$ cat config.mk
export PLATFORM = sky130hd
export DESIGN_NAME = gfp_ctrl
export DESIGN_NICKNAME = d
export VERILOG_FILES = /design/src/sv/gfp_pkg.sv /design/src/sv/gfp_ctrl.sv
export SDC_FILE = /design/constraint.sdc
export NUM_CORES = 1
export LEC_CHECK = 0
export ABC_AREA = 1
export BUFFER_PORTS_ARGS = -buffer_cell sky130_fd_sc_hd__buf_4
export CORE_AREA = 2 2 39 41
export DETAILED_ROUTE_END_ITERATION = 16
export DIE_AREA = 0 0 41 43
export HOLD_SLACK_MARGIN = 0.12
export PLACE_DENSITY_LB_ADDON = 0.1
export SLEW_MARGIN = 15
export SYNTH_ARGS = -nofsm -noshare
export SYNTH_HDL_FRONTEND = slang
export SYNTH_SLANG_ARGS = --single-unit
$ cat constraint.sdc
create_clock -name clk -period 1.7 [get_ports clk]
set_clock_uncertainty 0.15 [all_clocks]
set_input_delay 0.255 -clock clk [delete_from_list [all_inputs] [get_ports clk]]
set_output_delay 0.255 -clock clk [all_outputs]
set_load 0.02 [all_outputs]
$ cat src/sv/gfp_pkg.sv
// Package for the growable free-list item pool.
// Types, codes and constants shared by the controller, datapath and top level.
`default_nettype none
package gfp_pkg;

  localparam int CAPACITY = 1024;
  localparam int IDX_W = 10;
  localparam int CNT_W = 11;
  localparam logic [CNT_W-1:0] CAP_COUNT = CNT_W'(CAPACITY);

  localparam logic [1:0] KIND_GET = 2'd0;
  localparam logic [1:0] KIND_PUT = 2'd1;
  localparam logic [1:0] KIND_PEEK = 2'd2;
  localparam logic [1:0] KIND_PUT_ALL = 2'd3;

  localparam logic [1:0] REG_INITIAL_ITEMS = 2'd0;
  localparam logic [1:0] REG_GROW_STEP = 2'd1;
  localparam logic [1:0] REG_GROW_LIMIT = 2'd2;

  localparam logic [1:0] RES_ZERO = 2'd0;
  localparam logic [1:0] RES_ITEM = 2'd1;
  localparam logic [1:0] RES_HEAD = 2'd2;

  typedef struct packed {
    logic [1:0] kind;
    logic [IDX_W-1:0] item_index;
  } gfp_in_t;

  typedef struct packed {
    logic ok;
    logic [IDX_W-1:0] result_index;
    logic did_grow;
    logic [CNT_W-1:0] free_items;
    logic [CNT_W-1:0] total_items;
  } gfp_out_t;

  typedef struct packed {
    logic load;
    logic clr;
    logic get_pop;
    logic get_load;
    logic get_link;
    logic get_fin;
    logic rd_idx;
    logic put_fin;
    logic all_step;
    logic emit;
    logic emit_ok;
    logic [1:0] res_sel;
  } gfp_cmd_t;

  typedef struct packed {
    logic clr_done;
    logic get_fail;
    logic from_stack;
    logic used_empty;
    logic flag_hit;
  } gfp_sts_t;

endpackage
`default_nettype wire

$ cat src/sv/gfp_ctrl.sv
// Controller state machine of the item pool.
// Sequences get, put, peek, put-all and the flag clearing sweep; uses gfp_pkg.
`default_nettype none
module gfp_ctrl import gfp_pkg::*; (
  input  wire logic     clk,
  input  wire logic     rst_n,
  input  wire logic     start,
  input  wire logic [1:0] kind,
  input  wire logic     cfg_init,
  input  wire gfp_sts_t sts,
  output gfp_cmd_t      cmd,
  output logic          busy
);

  localparam logic [3:0] S_IDLE = 4'd0;
  localparam logic [3:0] S_CLR = 4'd1;
  localparam logic [3:0] S_G0 = 4'd2;
  localparam logic [3:0] S_G1 = 4'd3;
  localparam logic [3:0] S_G2 = 4'd4;
  localparam logic [3:0] S_G3 = 4'd5;
  localparam logic [3:0] S_P0 = 4'd6;
  localparam logic [3:0] S_P1 = 4'd7;
  localparam logic [3:0] S_PK = 4'd8;
  localparam logic [3:0] S_A0 = 4'd9;
  localparam logic [3:0] S_A1 = 4'd10;

  logic [3:0] state_r, state_nxt;

  assign busy = (state_r != S_IDLE);

  always_comb begin
    state_nxt = state_r;
    cmd = '0;
    case (state_r)
      S_IDLE: begin
        if (cfg_init) begin
          state_nxt = S_CLR;
        end else if (start) begin
          cmd.load = 1'b1;
          case (kind)
            KIND_GET: state_nxt = S_G0;
            KIND_PUT: state_nxt = S_P0;
            KIND_PEEK: state_nxt = S_PK;
            default: state_nxt = S_A0;
          endcase
        end
      end
      S_CLR: begin
        cmd.clr = 1'b1;
        if (sts.clr_done) state_nxt = S_IDLE;
      end
      S_G0: begin
        if (sts.get_fail) begin
          cmd.emit = 1'b1;
          state_nxt = S_IDLE;
        end else begin
          cmd.get_pop = 1'b1;
          state_nxt = sts.from_stack ? S_G1 : S_G2;
        end
      end
      S_G1: begin
        cmd.get_load = 1'b1;
        state_nxt = S_G2;
      end
      S_G2: begin
        cmd.get_link = 1'b1;
        state_nxt = S_G3;
      end
      S_G3: begin
        cmd.get_fin = 1'b1;
        cmd.emit = 1'b1;
        cmd.emit_ok = 1'b1;
        cmd.res_sel = RES_ITEM;
        state_nxt = S_IDLE;
      end
      S_P0: begin
        cmd.rd_idx = 1'b1;
        state_nxt = S_P1;
      end
      S_P1: begin
        cmd.put_fin = sts.flag_hit;
        cmd.emit = 1'b1;
        cmd.emit_ok = sts.flag_hit;
        state_nxt = S_IDLE;
      end
      S_PK: begin
        cmd.emit = 1'b1;
        cmd.emit_ok = !sts.used_empty;
        cmd.res_sel = sts.used_empty ? RES_ZERO : RES_HEAD;
        state_nxt = S_IDLE;
      end
      S_A0: begin
        if (sts.used_empty) begin
          cmd.emit = 1'b1;
          cmd.emit_ok = 1'b1;
          state_nxt = S_IDLE;
        end else begin
          state_nxt = S_A1;
        end
      end
      S_A1: begin
        cmd.all_step = 1'b1;
        state_nxt = S_A0;
      end
      default: state_nxt = S_IDLE;
    endcase
  end

  always_ff @(posedge clk) begin
    if (!rst_n) begin
      state_r <= S_CLR;
    end else begin
      state_r <= state_nxt;
    end
  end

endmodule
`default_nettype wire

# ---- Word level (Yosys, flattened, before mapping)
# Index checks and enable logic that the tools add are counted.
dict set report classes {
  mux 26
  reduce_logical 6
  eq_ne 14
}
# operator count
set ops {}
lappend ops {{4-bit one-hot mux with 8 select lines} 1}
lappend ops {{4-bit by 3-bit == test with 1-bit output (second input constant)} 4}
lappend ops {{4-bit 2-to-1 mux} 4}
lappend ops {{1-bit 2-to-1 mux} 13}
lappend ops {{4-bit == test (second input constant)} 3}
lappend ops {{4-bit one-hot mux with 3 select lines} 1}
lappend ops {{4-bit by 2-bit == test with 1-bit output (second input constant)} 2}
lappend ops {{3-bit 2-to-1 mux} 2}
lappend ops {{4-bit by 1-bit == test with 1-bit output (second input constant)} 1}
lappend ops {{4-bit logical NOT} 1}
lappend ops {{2-bit 2-to-1 mux} 2}
lappend ops {{1-bit one-hot mux with 4 select lines} 1}
lappend ops {{2-bit one-hot mux with 2 select lines} 1}
lappend ops {{4-bit nonzero test} 1}
lappend ops {{3-bit inequality test (second input constant)} 1}
lappend ops {{1-bit one-hot mux with 3 select lines} 1}
lappend ops {{3-bit OR reduction} 1}
lappend ops {{2-bit by 1-bit == test with 1-bit output (second input constant)} 1}
lappend ops {{2-bit == test (second input constant)} 1}
lappend ops {{2-bit logical NOT} 1}
lappend ops {{2-bit inequality test (second input constant)} 1}
lappend ops {{2-bit AND reduction} 1}
lappend ops {{1-bit logical NOT} 1}
dict set report totals {
  ff_bits 4
  in_bits 11
  output_inout_bits 14
}

# ---- Longest topological paths before layout
dict set report logic_depth {
  depth_word 5
  ltp_mapped 8
  depth_no_buf 8
}

# ---- Least setup slack after synthesis
# OpenSTA, ideal clock, no wires.
dict set report synth_path {
  path_kind {register to output}
  from {register state_r[0]}
  to {output port cmd[12] (netlist name)}
  path_stages_with_launch 6
  t_required_ns 1.295
  path_slack_ns 0.079
  arrival_ns 1.216
  cell_sequence {dfxtp_1 > inv_1 > nand2_1 > nor2_1 > inv_1 > nor3_1}
}
# element line
set synth_lines {}
lappend synth_lines {{start: declaration} gfp_ctrl.sv:27} ;# logic [3:0] state_r, state_nxt;
lappend synth_lines {{start signal: assignment} gfp_ctrl.sv:113} ;# state_r <= state_nxt;
lappend synth_lines {{end: declaration} gfp_ctrl.sv:11} ;# output gfp_cmd_t cmd,

==> qor.txt <==
Comb power frac = 39.6%
Routed WL = 1250 um
TritonCTS Buffers = 3
Setup-failing EPs final = 0
Fin Setup TNS = 0 ns
Initial antenna violation count = 0
Crit start category = flop
CP arrival = 1.24 ns
DR vias = 616
Measured slew at the worst slew-check pin = 0.168 ns
RSZ-0062 raised after global routing = yes
CTS clk-pin slew, worst paths = 0.04 ns
CTS H-tree lvls = 1
Number of synthesized flops with an enable pin = 0
Core area = 1380 um2
Post-DP HPWL = 977 um
Number of flip-flops under the largest register name = 4
Maximum clock rate = 610 MHz
Inserted Diodes = 0
Post-Syn Nets = 99
Register area share after synthesis = 18.0%
GRT Overall Usage = 16.5%
Cell Area, Synth = 445 um2
Synth top area share = 21.9%
Largest net degree at the start of global routing = 9
Max Cap Viol = 0
Clk Latency, worst-skew pair = 0.24 ns
I/O Pins = 25
Largest cells by area after synthesis = nand2_1 (22%), inv_1 (19%), dfxtp_1 (18%)
Cell count after synthesis = 88
Placed cells = 128
Top cell type by total area after synthesis = nand2_1
Die Wd = 41 um
Port buffer count = 24
Post-detailed-route count of antenna-violating nets = 0
Switching part of the total = 34.5%
Hold WC Path Type = in2reg
Yosys reg bits = 4
Dominant synthesized flop cell = dfxtp_1
GPL Wtd Cong = 0.790
Syn. warnings = 0
Initial DRC Count = 5
Pre-antenna DRT Iters = 4
CP Capture Type = output port
Hold Violations, Final = 0
Most frequent cell after synthesis = nand2_1
Internal power = 0.244 mW
Clock power frac = 31.7%
Top reg by flops = state_r
Vias in the first global route = 560
Post-synth top cells = nand2_1 (26), inv_1 (22), nor2_1 (12)
Avg Cell Area, Syn = 5.06 um2
Number of remaining DRC errors = 0
Core Rows = 14
Die height = 43 um
Vias/cell = 4.50
Final Critical Period = 1.64 ns
Worst IR Drop VDD = 0.334 mV
First-pass GRT wire length = 2030 um
DR WL/cell = 9.11 um
Hold WS = 0.211 ns
Leak = 0.484 nW
Sequential power share = 28.7%
Post-route insts no fill = 137
Top flop regs = state_r (4)
Clk buf depth = 2
Root Buffer Master = clkbuf_4
Pwr dens = 469 nW/um2
Global route overflow = 0
Initial Utilization = 32.2%
Worst endpoint required time = 1.29 ns
Unique masters post-synth = 13
Worst-path fanout max = 5
Fin. max-slew vios = 0
Die area = 1760 um2
Status = complete, no violations
CTS tree = built
Max_slew headroom = 88.8%
Tcrit/Tclk final = 96.5%
Area Overhead vs Synth = 78.7%
Synth async-reset ratio = 0%
Share of cells above drive strength 1 = 47.1%
Psw = 0.129 mW
Fin nets = 134
Crit path kind = reg2out
# clock sinks = 4
-- layer usage --
metal	global-route usage [%]	wire, um	up-vias
li1	-	-	335
met1	17.0	502	258
met2	29.1	641	21
met3	3.14	93	2
met4	8.00	11	0
met5	0	0	-
-- critical path, cell delays in order, from the launching register on --
cell     delay, ns
dfxtp_4       0.37
inv_4         0.05
nor2_4        0.10
nand2_1       0.07
nor2_2        0.11
nor2_1        0.06
o21ai_1       0.07
buf_4         0.15
-- worst paths after layout --
path              startpoint          to  slack, ns  cells after the start
hold / removal        sts[4]  state_r[0]       0.21                      6
hold reg to reg   state_r[0]  state_r[0]       0.57                      6
setup reg to reg  state_r[3]  state_r[2]       0.36                      8
setup / recovery  state_r[0]      cmd[3]       0.06                      7
-- per-stage QoR --
step / util, % / cell area [um2] / worst slack, ns / power, mW
4_1_cts: 51.4 / 711 / -0.000369 / 0.361
5_1_grt: 57.5 / 796 / -0.0196 / 0.403
3_3_place_gp: 46.7 / 646 / 0.154 / 0.225
3_5_place_dp: 46.7 / 646 / 0.146 / 0.225
2_1_floorplan: - / 445 / 0.0786 / 0.174
6_report: 57.5 / 796 / 0.0597 / 0.373
-- cell type report --
type / count / area (um2)
fillers: 151 / 588
multi-input cells: 60 / 334
repair buffers: 31 / 235
inverters: 23 / 93.8
flip-flops and latches: 4 / 90.1
clock buffers: 3 / 22.5
well taps: 16 / 20.0
-- layout by cell type (no fill, tap or decap) --
master         synthesis  final
nand4_1                5      5
buf_4                  1     30
inv_2                  1      4
nor2_4                 1      5
nand2_4                0      3
nor3_1                 3      1
dfxtp_2                0      2
nor2_1                12      9
dlygate4sd3_1          0      1
nor2_2                 3      2
nor3_2                 0      2
nand2_2                0      1
inv_1                 22     16
clkbuf_4               0      3
dfxtp_4                0      2
inv_4                  0      3
o21ai_1                0      1
o211ai_1               1      1
nand2_1               26     22
nand3_1                8      8
-- power by group through the flow --
stage | Sequential (mW) | Combinational (mW) | Clock, mW
finish | 0.107 | 0.148 | 0.118
global route | 0.108 | 0.163 | 0.132
CTS | 0.107 | 0.128 | 0.126
floorplan | 0.105 | 0.0689 | 0
global placement | 0.106 | 0.119 | 0
detailed placement | 0.106 | 0.119 | 0
-- repair_timing --
action                                  CTS  global route
hold endpoints to repair                  1             0
resized for setup                        16            16
setup buffers                             0             5
pin swaps                                 2             8
hold buffers                              1             0
endpoints found under the setup margin    3             3
-- kinds of logic after synthesis --
logic type             synth area share [%]
buffers and inverters                  21.1
DFF                                    18.0
AOI/OAI and AO/OA                      2.81
and+or+nand+nor                        58.1
Note: power is estimated with default switching activity, not from simulation.
